--- src/hw/rtl/morse_letter_keyer_core_macros.svh ---
// assertion macros shared by the keyer rtl
`ifndef MORSE_LETTER_KEYER_CORE_MACROS_SVH
`define MORSE_LETTER_KEYER_CORE_MACROS_SVH

`ifndef NO_ASSERTIONS
`define MLK_ASSERT_SAME(lbl, ante, cons) \
  lbl: assert property (@(posedge clk_i) disable iff (!rst_ni) (ante) |-> (cons)) \
    else $error("keyer assertion failed");
`define MLK_ASSERT_NEXT(lbl, ante, cons) \
  lbl: assert property (@(posedge clk_i) disable iff (!rst_ni) (ante) |=> (cons)) \
    else $error("keyer assertion failed");
`else
`define MLK_ASSERT_SAME(lbl, ante, cons)
`define MLK_ASSERT_NEXT(lbl, ante, cons)
`endif

`endif

--- src/hw/rtl/mlk_pkg.sv ---
package mlk_pkg;

  localparam int unsigned CharW     = 8;
  localparam int unsigned UnitW     = 16;
  localparam int unsigned DurW      = 18;
  localparam int unsigned NumLetter = 26;

  localparam logic [CharW-1:0] CharA = 8'h61;
  localparam logic [CharW-1:0] CharZ = 8'h7a;

  localparam logic [UnitW-1:0] UnitTicksRst = 16'd100;

  localparam logic LineHigh = 1'b1;
  localparam logic LineLow  = 1'b0;

  // queue between classifier and sequencer
  localparam int unsigned QDepth = 4;
  localparam int unsigned QPtrW  = $clog2(QDepth);
  localparam int unsigned QCntW  = $clog2(QDepth + 1);

  // index of the final element per letter
  localparam logic [1:0] ElemLast [NumLetter] = '{
    2'd1, 2'd3, 2'd3, 2'd2, 2'd0, 2'd3, 2'd2, 2'd3, 2'd1, 2'd3, 2'd2, 2'd3, 2'd1,
    2'd1, 2'd2, 2'd3, 2'd3, 2'd2, 2'd2, 2'd0, 2'd2, 2'd3, 2'd2, 2'd3, 2'd3, 2'd3
  };

  // bit i set: element i is a dash
  localparam logic [3:0] ElemDash [NumLetter] = '{
    4'd2, 4'd1, 4'd5, 4'd1, 4'd0, 4'd4, 4'd3, 4'd0, 4'd0, 4'd14, 4'd5, 4'd2, 4'd3,
    4'd1, 4'd7, 4'd6, 4'd11, 4'd2, 4'd0, 4'd1, 4'd4, 4'd8, 4'd6, 4'd9, 4'd13, 4'd3
  };

  typedef struct packed {
    logic       letter;
    logic [1:0] last_idx;
    logic [3:0] dash;
  } mlk_desc_t;

  typedef struct packed {
    logic      empty;
    mlk_desc_t head;
  } mlk_q_stat_t;

  function automatic mlk_desc_t mlk_classify(input logic [CharW-1:0] ch);
    mlk_desc_t       d;
    logic [CharW-1:0] off;
    d   = '0;
    off = ch - CharA;
    if (ch >= CharA && ch <= CharZ) begin
      d.letter   = 1'b1;
      d.last_idx = ElemLast[off[4:0]];
      d.dash     = ElemDash[off[4:0]];
    end
    return d;
  endfunction

  function automatic logic [DurW-1:0] mlk_triple(input logic [UnitW-1:0] u);
    return {2'b00, u} + {1'b0, u, 1'b0};
  endfunction

endpackage

--- src/hw/rtl/mlk_front.sv ---
module mlk_front import mlk_pkg::*; (
  input  logic             clk_i,
  input  logic             rst_ni,
  input  logic             start,
  output logic             busy,
  input  logic [CharW-1:0] character_i,
  input  logic             cfg_we_i,
  input  logic [UnitW-1:0] cfg_wdata_i,
  input  logic             q_full_i,
  output logic             push_o,
  output mlk_desc_t        desc_o,
  output logic [UnitW-1:0] unit_o
);

  logic [UnitW-1:0] unit_q;

  always_ff @(posedge clk_i or negedge rst_ni) begin
    if (!rst_ni) begin
      unit_q <= UnitTicksRst;
    end else if (cfg_we_i) begin
      unit_q <= cfg_wdata_i;
    end
  end

  assign busy   = q_full_i;
  assign push_o = start & ~q_full_i;
  assign desc_o = mlk_classify(character_i);
  assign unit_o = unit_q;

endmodule

--- src/hw/rtl/mlk_queue.sv ---
`include "morse_letter_keyer_core_macros.svh"

module mlk_queue import mlk_pkg::*; (
  input  logic        clk_i,
  input  logic        rst_ni,
  input  logic        push_i,
  input  mlk_desc_t   desc_i,
  input  logic        pop_i,
  output logic        full_o,
  output mlk_q_stat_t stat_o
);

  mlk_desc_t        mem_q [QDepth];
  logic [QPtrW-1:0] wr_ptr_q, rd_ptr_q;
  logic [QCntW-1:0] count_q;
  logic             do_pop;

  assign full_o       = (count_q == QCntW'(QDepth));
  assign stat_o.empty = (count_q == '0);
  assign stat_o.head  = mem_q[rd_ptr_q];
  assign do_pop       = pop_i & ~stat_o.empty;

  always_ff @(posedge clk_i) begin
    if (push_i) begin
      mem_q[wr_ptr_q] <= desc_i;
    end
  end

  always_ff @(posedge clk_i or negedge rst_ni) begin
    if (!rst_ni) begin
      wr_ptr_q <= '0;
      rd_ptr_q <= '0;
      count_q  <= '0;
    end else begin
      if (push_i) begin
        wr_ptr_q <= wr_ptr_q + 1'b1;
      end
      if (do_pop) begin
        rd_ptr_q <= rd_ptr_q + 1'b1;
      end
      unique case ({push_i, do_pop})
        2'b10:   count_q <= count_q + 1'b1;
        2'b01:   count_q <= count_q - 1'b1;
        default: count_q <= count_q;
      endcase
    end
  end

  `MLK_ASSERT_SAME(a_no_overflow, push_i, !full_o || do_pop)
  `MLK_ASSERT_SAME(a_count_bound, 1'b1, count_q <= QCntW'(QDepth))
  `MLK_ASSERT_NEXT(a_push_visible, push_i && !do_pop, !stat_o.empty)

endmodule

--- src/hw/rtl/mlk_back.sv ---
`include "morse_letter_keyer_core_macros.svh"

module mlk_back import mlk_pkg::*; (
  input  logic             clk_i,
  input  logic             rst_ni,
  input  mlk_q_stat_t      stat_i,
  input  logic [UnitW-1:0] unit_i,
  output logic             pop_o,
  output logic             seg_valid_o,
  output logic             level_o,
  output logic [DurW-1:0]  duration_o,
  output logic             last_segment_o
);

  logic [1:0]      elem_q, elem_d;
  logic            low_q, low_d;
  logic            seg_valid_q;
  logic            level_q, level_d;
  logic [DurW-1:0] dur_q, dur_d;
  logic            last_q, last_d;
  logic [DurW-1:0] unit_ext, unit_x3;
  logic            fin;

  assign unit_ext = {2'b00, unit_i};
  assign unit_x3  = mlk_triple(unit_i);

  always_comb begin
    elem_d  = elem_q;
    low_d   = low_q;
    level_d = LineLow;
    dur_d   = unit_ext;
    last_d  = 1'b0;
    pop_o   = 1'b0;
    fin     = (elem_q == stat_i.head.last_idx);
    if (!stat_i.empty) begin
      if (!stat_i.head.letter) begin
        // gap of three units
        dur_d  = unit_x3;
        last_d = 1'b1;
        pop_o  = 1'b1;
      end else if (!low_q) begin
        level_d = LineHigh;
        dur_d   = stat_i.head.dash[elem_q] ? unit_x3 : unit_ext;
        low_d   = 1'b1;
      end else begin
        last_d = fin;
        low_d  = 1'b0;
        if (fin) begin
          elem_d = '0;
          pop_o  = 1'b1;
        end else begin
          elem_d = elem_q + 1'b1;
        end
      end
    end
  end

  always_ff @(posedge clk_i or negedge rst_ni) begin
    if (!rst_ni) begin
      elem_q      <= '0;
      low_q       <= 1'b0;
      seg_valid_q <= 1'b0;
    end else begin
      elem_q      <= elem_d;
      low_q       <= low_d;
      seg_valid_q <= ~stat_i.empty;
    end
  end

  always_ff @(posedge clk_i) begin
    if (!stat_i.empty) begin
      level_q <= level_d;
      dur_q   <= dur_d;
      last_q  <= last_d;
    end
  end

  assign seg_valid_o    = seg_valid_q;
  assign level_o        = level_q;
  assign duration_o     = dur_q;
  assign last_segment_o = last_q;

  `MLK_ASSERT_SAME(a_last_is_low, seg_valid_q && last_q, !level_q)
  `MLK_ASSERT_NEXT(a_mark_then_space, seg_valid_q && level_q, seg_valid_q && !level_q)
  `MLK_ASSERT_SAME(a_mid_letter_busy, low_q, !stat_i.empty)

endmodule

--- src/hw/rtl/morse_letter_keyer_core.sv ---
// the start transfer writes a queue entry; the first segment strobe then comes from the sequencer output registers
// a letter of n elements gives 2n segments (2 to 8), a mark and a space per element; any other code gives one gap
// a four-entry queue absorbs characters while the sequencer keys earlier ones
// busy is high only while that queue is full; results cannot be held off
// reset: asynchronous active low, clears queue and sequencer, unit_ticks returns to 100
module morse_letter_keyer_core import mlk_pkg::*; (
  input  logic             clk_i,
  input  logic             rst_ni,
  // character transfer
  input  logic             start,
  output logic             busy,
  input  logic [CharW-1:0] character_i,
  // unit length register
  input  logic             cfg_we_i,
  input  logic [UnitW-1:0] cfg_wdata_i,
  // segment results, one per strobe
  output logic             seg_valid_o,
  output logic             level_o,
  output logic [DurW-1:0]  duration_o,
  output logic             last_segment_o
);

  logic             q_full;
  logic             push;
  logic             pop;
  mlk_desc_t        desc;
  mlk_q_stat_t      q_stat;
  logic [UnitW-1:0] unit;

  // front: holds unit length, looks up the letter pattern
  mlk_front u_front (
    .clk_i       (clk_i),
    .rst_ni      (rst_ni),
    .start       (start),
    .busy        (busy),
    .character_i (character_i),
    .cfg_we_i    (cfg_we_i),
    .cfg_wdata_i (cfg_wdata_i),
    .q_full_i    (q_full),
    .push_o      (push),
    .desc_o      (desc),
    .unit_o      (unit)
  );

  // decoupling queue of classified characters
  mlk_queue u_queue (
    .clk_i  (clk_i),
    .rst_ni (rst_ni),
    .push_i (push),
    .desc_i (desc),
    .pop_i  (pop),
    .full_o (q_full),
    .stat_o (q_stat)
  );

  // back: walks the elements, one segment per cycle while the queue holds a character, into output registers
  mlk_back u_back (
    .clk_i          (clk_i),
    .rst_ni         (rst_ni),
    .stat_i         (q_stat),
    .unit_i         (unit),
    .pop_o          (pop),
    .seg_valid_o    (seg_valid_o),
    .level_o        (level_o),
    .duration_o     (duration_o),
    .last_segment_o (last_segment_o)
  );

endmodule
--- config.mk ---
export PLATFORM = sky130hd
export DESIGN_NAME = morse_letter_keyer_core
export DESIGN_NICKNAME = d
export VERILOG_FILES = /design/src/hw/rtl/mlk_pkg.sv /design/src/hw/rtl/mlk_front.sv /design/src/hw/rtl/mlk_queue.sv /design/src/hw/rtl/mlk_back.sv /design/src/hw/rtl/morse_letter_keyer_core.sv
export VERILOG_INCLUDE_DIRS = /design/src /design/src/hw/rtl
export SDC_FILE = /design/constraint.sdc
export NUM_CORES = 1
export LEC_CHECK = 0
export BUFFER_PORTS_ARGS = -buffer_cell sky130_fd_sc_hd__buf_2
export CORE_UTILIZATION = 30
export CTS_CLUSTER_DIAMETER = 200
export DETAILED_ROUTE_END_ITERATION = 7
export PLACE_DENSITY = 0.48
export SLEW_MARGIN = 20
export SYNTH_ARGS = -nofsm -noshare
export SYNTH_HDL_FRONTEND = slang
export SYNTH_SLANG_ARGS = --single-unit
export TNS_END_PERCENT = 5
--- constraint.sdc ---
create_clock -name clk_i -period 5.15 [get_ports clk_i]
set_input_delay 0.2575 -clock clk_i [delete_from_list [all_inputs] [get_ports clk_i]]
set_output_delay 0.2575 -clock clk_i [all_outputs]
set_load 0.1 [all_outputs]
; After elaboration in Yosys (flattened, before gate mapping)
; Memory sizes are Yosys's and may differ from the RTL's.
; Index checks and enable logic that the tools add are counted.
[totals]
register_bits = 47
latch_bits = 0
ramBits = 28
mem_bits_ro = 192
in_bits = 28
output_inout_bits = 22
elab_cells = 58
n_memories = 3
[memory_table]
columns = memory, depth, word_bits, read_ports, rd_ports_with_merged_regs, wr, line
row1 = (no name shown), 32, 4, 1, 0, 0, mlk_pkg.sv:52  ; d.dash = ElemDash[off[4:0]];
row2 = (no name shown), 32, 2, 1, 0, 0, mlk_pkg.sv:51  ; d.last_idx = ElemLast[off[4:0]];
row3 = u_queue.mem_q, 4, 7, 1, 0, 1, mlk_queue.sv:13  ; mlk_desc_t mem_q [QDepth];
[classes]
add_sub_neg = 7
mul = 0
div_mod_pow = 0
order_cmp = 4
n_eq_ne = 4
n_shift = 0
muxes = 20
bitwise = 5
n_reduce_logical = 5
[ops]
columns = op, count
row1 = two-way mux 18 bit, 3
row2 = adder 16 x 17 -> 18 bit, 1
row3 = two-way mux 1 bit, 9
row4 = >= comparator 8 x 7 -> 1 bit (second input constant), 1
row5 = less-or-equal comparator 8 x 7 -> 1 bit (second input constant), 1
row6 = two-way mux 4 bit, 2
row7 = two-way mux 7 bit, 1
row8 = adder 2 x 1 -> 2 bit (second input constant), 3
row9 = >= comparator 6 bit (second input constant), 1
row10 = two-way mux 2 bit, 3
row11 = NOT 5 -> 6 bit, 1
row12 = one-hot mux 3 bit (2 select lines), 1
row13 = subtractor 5 x 1 -> 5 bit (second input constant), 1
row14 = adder 3 x 1 -> 3 bit (second input constant), 1
row15 = == test 3 bit (second input constant), 1
row16 = zero test 3 bit, 1
row17 = < comparator 2 x 3 -> 1 bit (second input constant), 1
row18 = AND reduction 3 bit, 1
row19 = subtractor 3 x 1 -> 3 bit (second input constant), 1
row20 = AND 1 bit, 2
row21 = binary-select mux 1 bit (select 2 bit), 1
row22 = == test 2 x 1 -> 1 bit (second input constant), 1
row23 = == test 2 bit, 1
row24 = == test 2 bit (second input constant), 1
row25 = 4 further kinds, 5

; Logic depth before layout (Yosys ltp)
; Gate-level depths: netlist of the first run.
; An unclocked memory read counts as a cell.
[depth]
ltp_word = 9
depth_mapped = 11
ltp_nobuf = 10

; Modules after synthesis
; Synthesis of the first run repeated with hierarchy kept, for this count alone.
[unflattened]
hier_cells = 372
hier_area_um2 = 4484.3
[modules_own_cells]
columns = mod, n_inst, cells_each, area_each_um2, seq_area_each_um2
row1 = mlk_back, 1, 173, 1779.2, 700.7
row2 = mlk_queue, 1, 74, 1418.9, 1016.0
row3 = mlk_front, 1, 125, 1286.2, 404.1

; Worst setup path after synthesis of the first run
; OpenSTA, ideal clock, no wires.
[synth_timing]
kind = register to register
startpoint = register u_queue.count_q[0]
endpoint = register u_queue.count_q[2]
setup_ps = 79
t_arrival_ps = 2584
t_required_ps = 5071
setup_slack_ps = 2487
path_stages_with_launch = 12
n_path_buf = 1
period_less_slack_ps = 2663
path_cell_list = dfrtp_1 inv_1 and3_1 nor2b_1 clkbuf_1 inv_1 ha_1 inv_1 fa_1 xor2_1 nor2_1 xor2_1
[synth_via]
elab_chain_len = 5
elab_cells_between_ends = 13
cone_classes = add/sub: 2 / eq/ne: 3 / mux: 2 / bitwise: 4 / reduce/logical: 2
[synth_rtl]
columns = item, line
row1 = from (decl), mlk_queue.sv:15  ; logic [QCntW-1:0] count_q;
row2 = from (signal assigned), mlk_queue.sv:42  ; 2'b10: count_q <= count_q + 1'b1;
row3 = from (signal assigned), mlk_queue.sv:43  ; 2'b01: count_q <= count_q - 1'b1;
row4 = from (signal assigned), mlk_queue.sv:44  ; default: count_q <= count_q;
row5 = == test 3 bit *, mlk_queue.sv:18  ; assign full_o = (count_q == QCntW'(QDepth));
row6 = via busy, morse_letter_keyer_core.sv:11  ; output logic busy,
row7 = NOT 1 bit *, mlk_front.sv:26  ; assign push_o = start & ~q_full_i;
row8 = AND 1 bit *, mlk_front.sv:26
row9 = == test 2 x 1 -> 1 bit / == test 2 bit (equally long branches), mlk_queue.sv:41  ; unique case ({push_i, do_pop})
row10 = one-hot mux 3 bit (2 select lines) / nonzero test 2 bit (equally long branches), -
; Mark *: on every way through the listed nets, which the timed path passes. The rest lies on a longest branch.
; A chain may end at the register's enable or synchronous reset.

; Worst setup path in the final report of the first run
[layout_timing]
startpoint = register u_queue.rd_ptr_q[0]
endpoint = register u_queue.count_q[2]
[layout_via]
elab_chain_len = 9
elab_cells_between_ends = 11
cone_classes = eq/ne: 3 / mux: 5 / bitwise: 1 / reduce/logical: 1 / memory: 1
[layout_rtl]
columns = item, line
row1 = from (decl), mlk_queue.sv:14  ; logic [QPtrW-1:0] wr_ptr_q, rd_ptr_q;
row2 = from (signal assigned), mlk_queue.sv:39  ; rd_ptr_q <= rd_ptr_q + 1'b1;
row3 = memory (4 x 7 bit) *, -
row4 = == test 2 bit, mlk_back.sv:34  ; fin = (elem_q == stat_i.head.last_idx);
row5 = two-way mux 1 bit, mlk_back.sv:48  ; if (fin) begin
row6 = two-way mux 1 bit, mlk_back.sv:41  ; end else if (!low_q) begin
row7 = two-way mux 1 bit *, mlk_back.sv:36  ; if (!stat_i.head.letter) begin
row8 = two-way mux 1 bit *, mlk_back.sv:35  ; if (!stat_i.empty) begin
row9 = AND 1 bit *, mlk_queue.sv:21  ; assign do_pop = pop_i & ~stat_o.empty;
row10 = via u_queue.do_pop, mlk_queue.sv:16  ; logic do_pop;
row11 = == test 2 x 1 -> 1 bit / == test 2 bit (equally long branches), mlk_queue.sv:41
row12 = one-hot mux 3 bit (2 select lines) / nonzero test 2 bit (equally long branches), -
; Marks and branches as above.

==> results of run 1 <==
[cells in the mapped netlist, types with 8 or more instances]
| cell | count | area share (%) |
|---|---|---|
| mux2_2 | 20 | 5.1 |
| ha_1 | 29 | 8.2 |
| nor3_1 | 9 | 1.0 |
| edfxtp_1 | 48 | 32 |
| o21ai_0 | 16 | 1.8 |
| mux2_4 | 8 | 2.7 |
| nor2_1 | 23 | 1.9 |
| dfrtp_1 | 24 | 13 |
| xnor2_1 | 13 | 2.6 |
| a21oi_1 | 19 | 2.1 |
| inv_1 | 22 | 1.9 |
| nand2_1 | 22 | 1.9 |
[routing by layer]
metal	routed length (um)	vias to the layer above	GRT usage [%]
li1	-	1493	-
met1	4070	1474	14.8
met2	4870	64	24.4
met3	270	17	2.47
met4	260	0	7.76
met5	0	-	0
[final timing paths]
| check | start | end | slack [ns] |
|---|---|---|---|
| worst max-delay path | u_queue.rd_ptr_q[0] | u_queue.count_q[2] | 2.35 |
| worst min-delay path | cfg_wdata_i[14] | u_front.unit_o[14] | 0.12 |
| worst max register to register | u_queue.rd_ptr_q[0] | u_queue.count_q[2] | 2.35 |
| worst min register to register | u_front.unit_o[0] | u_back.duration_o[0] | 0.50 |
| max in group asynchronous | rst_ni | u_back.elem_q[0] | 4.23 |
| min in group asynchronous | rst_ni | u_front.unit_o[14] | 0.48 |
[critical path, cell delays in order (launching register included)]
cell,delay (ns)
dfrtp_1,0.54
mux4_2,0.56
xnor2_1,0.18
nand3_1,0.14
a21oi_1,0.25
ha_1,0.22
inv_1,0.06
fa_1,0.37
xor2_1,0.15
nor2_1,0.11
xor2_1,0.15
[power groups by stage]
| stage | Combinational [W] | Sequential [W] | Clock [W] |
|---|---|---|---|
| 5_1_grt | 0.00173 | 0.00100 | 0.000766 |
| 4_1_cts | 0.00163 | 0.000983 | 0.000747 |
| 6_report | 0.00161 | 0.000977 | 0.000723 |
| 3_5_place_dp | 0.00162 | 0.000993 | 0 |
| 3_3_place_gp | 0.00161 | 0.000989 | 0 |
| 2_1_floorplan | 0.000803 | 0.00155 | 0 |
[area by class of cell]
cell class	count	area share (%)
multi-input combinational	264	41.8
sequential	75	40.7
timing repair buffer	50	4.90
tap	184	4.42
clock buffer	9	4.32
clock inverter	7	2.23
inverter	22	1.59
[stage by stage]
step	instance area, um2	instances	hold slack, ns
global placement	4860	594	0.343
CTS	5210	611	0.110
detailed placement	4860	594	0.354
global route	5210	611	0.142
floorplan	4450	373	-0.0381
finish	5210	611	0.125
[flip-flops by register name, indices dropped and copies added, names as in the netlist, 2 cells and up]
register and flops:
u_front.unit_o 16, u_back.elem_q 2, u_queue.wr_ptr_q 2, u_queue.count_q 3, u_queue.rd_ptr_q 2, u_queue.mem_q 28
u_back.duration_o 18
[logic make-up (layout without fill, tap and decap cells)]
| kind of cell | Yosys count | in the layout | synth area share, % |
|---|---|---|---|
| flip-flops | 75 | 75 | 47.7 |
| XOR/XNOR | 20 | 20 | 3.94 |
| multiplexers | 42 | 42 | 13.2 |
| AND/OR/NAND/NOR | 84 | 84 | 9.53 |
| adder cells (fa/ha/maj) | 31 | 31 | 9.05 |
| buffers and inverters | 34 | 88 | 3.37 |
| AO/OA/AOI/OAI | 87 | 87 | 13.2 |
==> flow_metrics.py, run 1 <==
metrics = {
    "route": {
        "drc_errors": 0,
        "drt-total-wl_mm": 9.47,
        "vias_per_cell": 4.99,
        "first_pass_iters": 4,
        "wl_per_cell_um": 15.5,
        "ant_nets": 0,
        "drt_iter0_markers": 109,
        "vias": 3048,
    },
    "timing": {
        "rsz0062_at_grt": "false",
        "drv_slew": 0,
        "final.period_utilization_pct": 54.3,
        "setup-violations-final": 0,
        "hold_viol": 0,
        "fin_setup_tns_ns": 0,
        "slew_headroom_pct": 35.8,
        "layout_setup_ws_ns": 2.35,
        "worstMarginPinSlew_ns": 0.962,
        "clock.fmax_mhz": 358,
        "skew_ns": 0.00749,
        "fin_crit_ns": 2.80,
    },
    "floorplanning": {
        "start_util_pct": 30.7,
        "fp.dieH_um": 124,
        "coreArea_um2": 14500,
        "die-area_um2": 15300,
        "io_pins": 50,
        "chipWidth_um": 124,
        "rows": 44,
    },
    "clock_tree": {
        "clk_path_buf_depth": 2,
        "clock-root-buffer": "clkbuf_16",
        "clk_latency_ns": 0.34,
        "post_cts_buffers": 0,
        "htree_num_levels": 3,
        "clk_transition_reported_paths_ns": 0.06,
        "cts_buffers": 9,
        "cts_sinks": 75,
        "cts_resized": 0,
        "tritoncts": "built",
        "postCtsHoldBufs": 1,
    },
    "setup_path": {
        "crit_path_max_fanout": 6,
        "required_ns": 5.42,
        "rr_worst_depth": 10,
        "crit_path_start_kind": "flip-flop",
        "critPathArrivalTime_ns": 3.06,
        "crit_type": "reg -> reg",
        "critPathCaptureType": "flip-flop",
    },
    "pwr": {
        "power_frac_seq_pct": 29.5,
        "power_frac_comb_pct": 48.6,
        "total_power_w": 0.00331,
        "power.internal_w": 0.00181,
        "p_leak_nw": 2.17,
        "clkPwrFrac_pct": 21.8,
        "netSwitchingPower_w": 0.00150,
        "max-vdd-ir-drop_uv": 223,
        "swShare_pct": 45.2,
        "p_per_area_nw_per_um2": 635,
    },
    "final_layout": {
        "drive_above_1_share_pct": 25.1,
        "ff_latch_area_um2": 2120,
        "final_cell_mix": "49 x buf_2, 48 x edfxtp_1, 29 x ha_1, 24 x dfrtp_1, 23 x nor2_1",
        "layout_commonest_cell": "buf_2",
        "area_delta_synth_final_pct": 17.1,
        "fin_util_pct": 36.0,
        "nets": 481,
        "antenna_cells": 0,
        "multi_input_comb_area_um2": 2180,
        "nFillCells": 1417,
    },
    "yosys": {
        "yosys_warnings": 0,
        "async_flop_share_pct": 36.0,
        "synth_ff_type": "edfxtp_1",
        "syn_area_um2": 4450,
        "synth_cell_type_count": 58,
        "syn_inst": 373,
        "synth-seq-cells": 75,
        "syn-num-nets": 432,
        "synth-seq-area-share_pct": 47.7,
        "synth-edff-count": 48,
        "postSynthAreaPerCell_um2": 11.9,
    },
    "grt": {
        "overflow": 0,
        "grt_use_total_pct": 13.5,
        "grt_max_degree": 28,
        "grt_pass1_vias": 3065,
        "grt_pass1_wl_mm": 15.4,
        "antenna_found_initial": 0,
    },
    "job": {
        "drv_cap": 0,
    },
    "placed_design": {
        "place.gp.congestion": 0.860,
        "place_ws_ns": 2.34,
        "port_buffers": 49,
        "dp_hpwl_mm": 6.86,
    },
    "status": {
        "status": "completed",
    },
    "worst_hold_path": {
        "hp-class": "in -> reg",
        "hold_depth": 3,
    },
}
(Power assumes the default switching activity.)
==> inputs of run 2 (changes only) <==
--- a/config.mk
+++ b/config.mk
@@ -10,7 +10,7 @@
 export CORE_UTILIZATION = 30
 export CTS_CLUSTER_DIAMETER = 200
 export DETAILED_ROUTE_END_ITERATION = 7
-export PLACE_DENSITY = 0.48
+export PLACE_DENSITY = 0.5
 export SLEW_MARGIN = 20
 export SYNTH_ARGS = -nofsm -noshare
 export SYNTH_HDL_FRONTEND = slang
==> constraint.sdc (replaced) <==
create_clock -name clk_i -period 2.5 [get_ports clk_i]
set_input_delay 0.125 -clock clk_i [delete_from_list [all_inputs] [get_ports clk_i]]
set_output_delay 0.125 -clock clk_i [all_outputs]
set_load 0.1 [all_outputs]
==> run 2 against run 1 <==
The run now ends with setup timing left. Count of clock-buffer cells in the layout did not move. Sequential share of layout area fell by 1.5 points. Critical path type unchanged. Fmax rose by 12%. Clock power rose by 83%. Core utilization rose by 1.4 points.
==> flow_metrics.py, run 2 (same netlist as run 1, synthesis figures left out) <==
metrics = {
    "status": {
        "status": "finished, violations left",
        "violations": "setup timing",
    },
    "setup_path": {
        "worst_path_largest_cell_delay_ns": 0.54,
        "cp_slowest_cell": "mux4_2",
        "cp_common_cell": "xor2_1",
        "cp.buffers_inverters": 1,
        "cp_top_family": "multiplexers",
        "path_cells": "mux4_2 > xnor2_2 > nand3_2 > a21oi_2 > ha_2 > inv_2 > fa_2 > xor2_1 > nor2_1 > xor2_1",
        "crit_path_max_fanout": 4,
        "critPathArrivalTime_ns": 2.76,
        "r2r-start": "u_queue.rd_ptr_q[0]",
        "critPathCaptureType": "flip-flop",
        "r2r_setup_slack_ns": -0.0006,
        "crit_path_start_kind": "flip-flop",
        "required_ns": 2.76,
        "crit_type": "reg -> reg",
        "rr_worst_depth": 10,
        "r2r_end": "u_queue.count_q[2]",
    },
    "floorplanning": {
        "coreArea_um2": 14500,
        "chipWidth_um": 124,
        "die-area_um2": 15300,
        "fp.dieH_um": 124,
        "io_pins": 50,
        "rows": 44,
        "start_util_pct": 30.7,
    },
    "clock_tree": {
        "clk_path_buf_depth": 2,
        "tritoncts": "built",
        "clock-root-buffer": "clkbuf_16",
        "clk_transition_reported_paths_ns": 0.06,
        "cts_buffers": 9,
        "htree_num_levels": 3,
        "clk_latency_ns": 0.34,
        "cts_sinks": 75,
    },
    "route": {
        "ant_nets": 0,
        "first_pass_iters": 5,
        "vias": 3140,
        "wl_per_cell_um": 15.1,
        "drt-total-wl_mm": 9.59,
        "drt_iter0_markers": 180,
        "vias_per_cell": 4.93,
        "drc_errors": 0,
    },
    "placed_design": {
        "dp_hpwl_mm": 7.11,
        "place.gp.congestion": 0.861,
        "port_buffers": 49,
    },
    "timing": {
        "drv_slew": 0,
        "hold_viol": 0,
        "layout_setup_ws_ns": -0.000581,
        "slew_headroom_pct": 54.0,
        "skew_ns": 0.00853,
        "hold_slack_ns": 0.0140,
        "worstMarginPinSlew_ns": 0.690,
        "rsz0062_at_grt": "true",
        "fin_setup_tns_ns": -0.000581,
        "fin_crit_ns": 2.50,
        "clock.fmax_mhz": 400,
        "setup-violations-final": 1,
        "final.period_utilization_pct": 100,
    },
    "final_layout": {
        "antenna_cells": 0,
        "drive_above_1_share_pct": 32.2,
        "final_cell_mix": "49 x buf_2, 48 x edfxtp_1, 28 x ha_1, 26 x buf_4, 23 x nor2_1",
        "nets": 507,
        "nFillCells": 1444,
        "layout_commonest_cell": "buf_2",
        "max_flop_register": "u_queue.mem_q",
        "largest_reg_flops": 28,
        "area_delta_synth_final_pct": 21.6,
    },
    "grt": {
        "grt_max_degree": 28,
        "antenna_found_initial": 0,
        "grt_pass1_wl_mm": 15.7,
        "overflow": 0,
        "grt_use_total_pct": 13.6,
        "grt_pass1_vias": 3159,
    },
    "pwr": {
        "power.internal_w": 0.00373,
        "p_per_area_nw_per_um2": 1270,
        "swShare_pct": 45.8,
        "power_frac_seq_pct": 28.9,
        "p_leak_nw": 2.29,
        "clkPwrFrac_pct": 19.1,
        "netSwitchingPower_w": 0.00316,
        "max-vdd-ir-drop_uv": 403,
        "power_frac_comb_pct": 52.0,
    },
    "worst_hold_path": {
        "hold_depth": 2,
        "hold_end": "u_front.unit_o[9]",
        "hp-class": "in -> reg",
        "holdCritStartpoint": "cfg_wdata_i[9]",
    },
    "job": {
        "drv_cap": 0,
    },
}
run 2: cell types whose count changed in the layout (fill, tap and decap cells not counted), sizes merged:
| cell | previous run | this run |
|---|---|---|
| inv | 22 | 24 |
| clkinv | 4 | 3 |
| bufinv | 3 | 1 |
| buf | 49 | 75 |
| clkinvlp | 0 | 1 |
run 2: stage by stage:
stage	instance area, um2	util (%)	power [W]	instances	setup slack (ns)
2_1_floorplan	4460	-	0.00486	373	0.00221
3_3_place_gp	5060	34.9	0.00552	620	0.000913
3_5_place_dp	5060	34.9	0.00556	620	-0.0962
4_1_cts	5380	37.2	0.00692	637	-0.0684
5_1_grt	5410	37.4	0.00731	637	-0.176
6_report	5410	37.4	0.00689	637	-0.000581
run 2: cell type report:
type,count,area [um2],area share [%]
clock inverter,7,76.3,1.41
tap,184,230,4.25
timing repair buffer,76,450,8.32
sequential,75,2120,39.2
inverter,22,82.6,1.53
multi-input combinational,264,2230,41.1
clock buffer,9,225,4.16
run 2: worst max-delay path by stage:
stage	start	end	slack [ns]	cells past startpoint
final	u_queue.rd_ptr_q[0]	u_queue.count_q[2]	-0.0006	10
after global placement	u_front.unit_o[1]	u_back.duration_o[11]	0.0009	7
after floorplan	u_queue.rd_ptr_q[0]	u_queue.count_q[2]	0.002	11
after detailed placement	u_queue.rd_ptr_q[0]	u_queue.count_q[2]	-0.1	10
after CTS	u_queue.rd_ptr_q[0]	u_queue.count_q[2]	-0.07	10
after global routing	u_queue.rd_ptr_q[0]	u_queue.count_q[2]	-0.18	10
run 2: per-layer routing:
layer / part of all wire [%] / GRT usage, %
met5: 0 / 0
met4: 1.2 / 4.29
met3: 3.7 / 3.21
met2: 51 / 24.2
met1: 44 / 16.0
run 2: power groups by stage:
stage | registers [W] | clock network (W) | logic (W)
final | 0.00199 | 0.00132 | 0.00358
after global routing | 0.00204 | 0.00140 | 0.00387
after CTS | 0.00200 | 0.00135 | 0.00357
after detailed placement | 0.00202 | 0 | 0.00355
after global placement | 0.00201 | 0 | 0.00352
after floorplan | 0.00319 | 0 | 0.00166
run 2: what timing repair did:
item,CTS,global route
resized for setup,4,11
setup endpoints to repair,3,16
hold endpoints to repair,24,0
gates cloned,0,0
hold buffers,1,0
setup buffers,0,0
pin swaps,2,6
run 2: worst reg2reg max path, delay by kind of cell, from the launching register on:
kind,cells,cell delay [ns]
mux,1,0.54
fa+ha+maj,2,0.53
xor+xnor,3,0.51
flops,1,0.41
simple gates,2,0.24
compound gates,1,0.16
buf+inv,1,0.04
==> inputs of run 3 (changes only) <==
==> constraint.sdc (replaced) <==
create_clock -name clk_i -period 2.5 [get_ports clk_i]
set_input_delay 0.125 -clock clk_i [delete_from_list [all_inputs] [get_ports clk_i]]
set_output_delay 0.125 -clock clk_i [all_outputs]
set_load 0.005 [all_outputs]
==> run 3 against run 2 <==
The flow still finishes with violations (setup timing). Design area increased by 1.5%. Global-route usage decreased by 0.26 points. Count of clock-buffer cells in the layout increased by 1. Sequential power about the same. Wire length decreased by 0.70%. Cell count increased by 0.63%. Die area unchanged. Non-clock buffer count increased by 4. Clock power increased by 17%. Hold slack improved by 0.0038 ns. Worst setup slack got worse by 0.021 ns.
==> flow_metrics.py, run 3 (same netlist as run 1, synthesis figures left out) <==
metrics = {
    "setup_path": {
        "r2r_setup_slack_ns": -0.02,
        "worst_path_largest_cell_delay_ns": 0.54,
        "r2r_end": "u_queue.count_q[2]",
        "cp_slowest_cell": "mux4_2",
        "path_cells": "mux4_2 > xnor2_2 > nand3_2 > a21oi_2 > ha_2 > inv_2 > fa_2 > xor2_1 > nor2_1 > xor2_1",
        "critPathCaptureType": "flip-flop",
        "crit_path_max_fanout": 4,
        "critPathArrivalTime_ns": 2.77,
        "startpoint": "u_queue.rd_ptr_q[0]",
        "rr_worst_depth": 10,
        "cp_top_family": "multiplexers",
        "required_ns": 2.75,
        "cp.buffers_inverters": 1,
        "r2r-start": "u_queue.rd_ptr_q[0]",
        "crit_path_start_kind": "flip-flop",
        "crit_type": "reg -> reg",
        "cp_common_cell": "xor2_1",
    },
    "timing": {
        "fin_setup_tns_ns": -0.0219,
        "fin_crit_ns": 2.52,
        "hold_slack_ns": 0.0179,
        "rsz0062_at_grt": "true",
        "worstMarginPinSlew_ns": 0.684,
        "hold_viol": 0,
        "skew_ns": 0.00759,
        "drv_slew": 0,
        "setup-violations-final": 1,
        "slew_headroom_pct": 54.4,
        "layout_setup_ws_ns": -0.0219,
        "final.period_utilization_pct": 101,
        "clock.fmax_mhz": 397,
    },
    "route": {
        "wl_per_cell_um": 14.9,
        "vias": 3139,
        "ant_nets": 0,
        "first_pass_iters": 5,
        "drc_errors": 0,
        "vias_per_cell": 4.90,
        "drt_iter0_markers": 168,
        "drt-total-wl_mm": 9.53,
    },
    "pwr": {
        "p_leak_nw": 2.33,
        "netSwitchingPower_w": 0.00186,
        "power_frac_seq_pct": 33.7,
        "swShare_pct": 31.5,
        "power_frac_comb_pct": 40.1,
        "p_per_area_nw_per_um2": 1080,
        "power.internal_w": 0.00406,
        "clkPwrFrac_pct": 26.2,
        "max-vdd-ir-drop_uv": 432,
    },
    "grt": {
        "overflow": 0,
        "grt_pass1_vias": 3126,
        "antenna_found_initial": 0,
        "grt_max_degree": 28,
        "grt_pass1_wl_mm": 15.3,
        "grt_use_total_pct": 13.3,
    },
    "final_layout": {
        "ff_latch_area_um2": 2120,
        "antenna_cells": 0,
        "drive_above_1_share_pct": 31.7,
        "layout_commonest_cell": "buf_2",
        "fin_cells": 641,
        "largest_reg_flops": 28,
        "final_cell_mix": "49 x buf_2, 48 x edfxtp_1, 29 x buf_4, 28 x ha_1",
        "nFillCells": 1411,
        "fin_util_pct": 38.0,
        "max_flop_register": "u_queue.mem_q",
        "area_delta_synth_final_pct": 23.5,
        "nets": 511,
        "multi_input_comb_area_um2": 2220,
    },
    "floorplanning": {
        "die-area_um2": 15300,
        "coreArea_um2": 14500,
        "fp.dieH_um": 124,
        "start_util_pct": 30.7,
        "io_pins": 50,
        "chipWidth_um": 124,
        "rows": 44,
    },
    "placed_design": {
        "place_ws_ns": -0.141,
        "place.gp.congestion": 0.857,
        "port_buffers": 49,
        "place_inst": 620,
        "dp_hpwl_mm": 7.16,
    },
    "clock_tree": {
        "clk_latency_ns": 0.34,
        "htree_num_levels": 3,
        "clk_path_buf_depth": 2,
        "cts_sinks": 75,
        "clk_transition_reported_paths_ns": 0.06,
        "clock-root-buffer": "clkbuf_16",
        "tritoncts": "built",
        "cts_buffers": 9,
    },
    "worst_hold_path": {
        "holdCritStartpoint": "cfg_wdata_i[15]",
        "hp-class": "in -> reg",
        "hold_depth": 2,
        "hold_end": "u_front.unit_o[15]",
    },
    "job": {
        "drv_cap": 0,
    },
    "status": {
        "status": "finished, violations left",
        "violations": "setup timing",
    },
}
[run 3: worst max path at each step]
| stage | slack [ns] | cells past startpoint | end |
|---|---|---|---|
| final | -0.02 | 10 | u_queue.count_q[2] |
| after global routing | -0.14 | 10 | u_queue.count_q[2] |
| after CTS | -0.09 | 10 | u_queue.count_q[2] |
| after detailed placement | -0.14 | 10 | u_queue.count_q[2] |
| after global placement | -0.02 | 7 | u_back.duration_o[11] |
| after floorplan | 0.002 | 11 | u_queue.count_q[2] |
[run 3: stage by stage]
stage | power (W) | cell area, um2
after floorplan | 0.00357 | 4450
after global placement | 0.00426 | 5060
after detailed placement | 0.00430 | 5060
after CTS | 0.00597 | 5480
after global routing | 0.00632 | 5500
final | 0.00592 | 5500
[run 3: repair_timing]
action | CTS | global route
hold buffers | 2 | 0
setup buffers | 2 | 1
pin swaps | 7 | 3
resized for setup | 9 | 5
hold endpoints to repair | 25 | 0
setup endpoints to repair | 3 | 8
[run 3: layout make-up]
type | instances | share of cell area [%]
multi-input combinational | 264 | 40.4
sequential | 75 | 38.6
clock inverter | 6 | 2.32
clock buffer | 10 | 4.16
tap | 184 | 4.19
inverter | 22 | 1.50
timing repair buffer | 80 | 8.78
[run 3: power by group through the flow]
stage	Clock, W	Combinational [W]	Sequential [W]
global placement	0	0.00225	0.00201
finish	0.00155	0.00237	0.00199
CTS	0.00158	0.00239	0.00200
global route	0.00164	0.00264	0.00203
detailed placement	0	0.00228	0.00202
floorplan	0	0.00161	0.00196
[run 3: routing by layer]
layer	share of wire (%)	up-vias	global-route usage, %
li1	-	1555	-
met1	42	1514	14.8
met2	53	60	24.5
met3	3.9	10	3.43
met4	1.2	0	4.52
met5	0	-	0
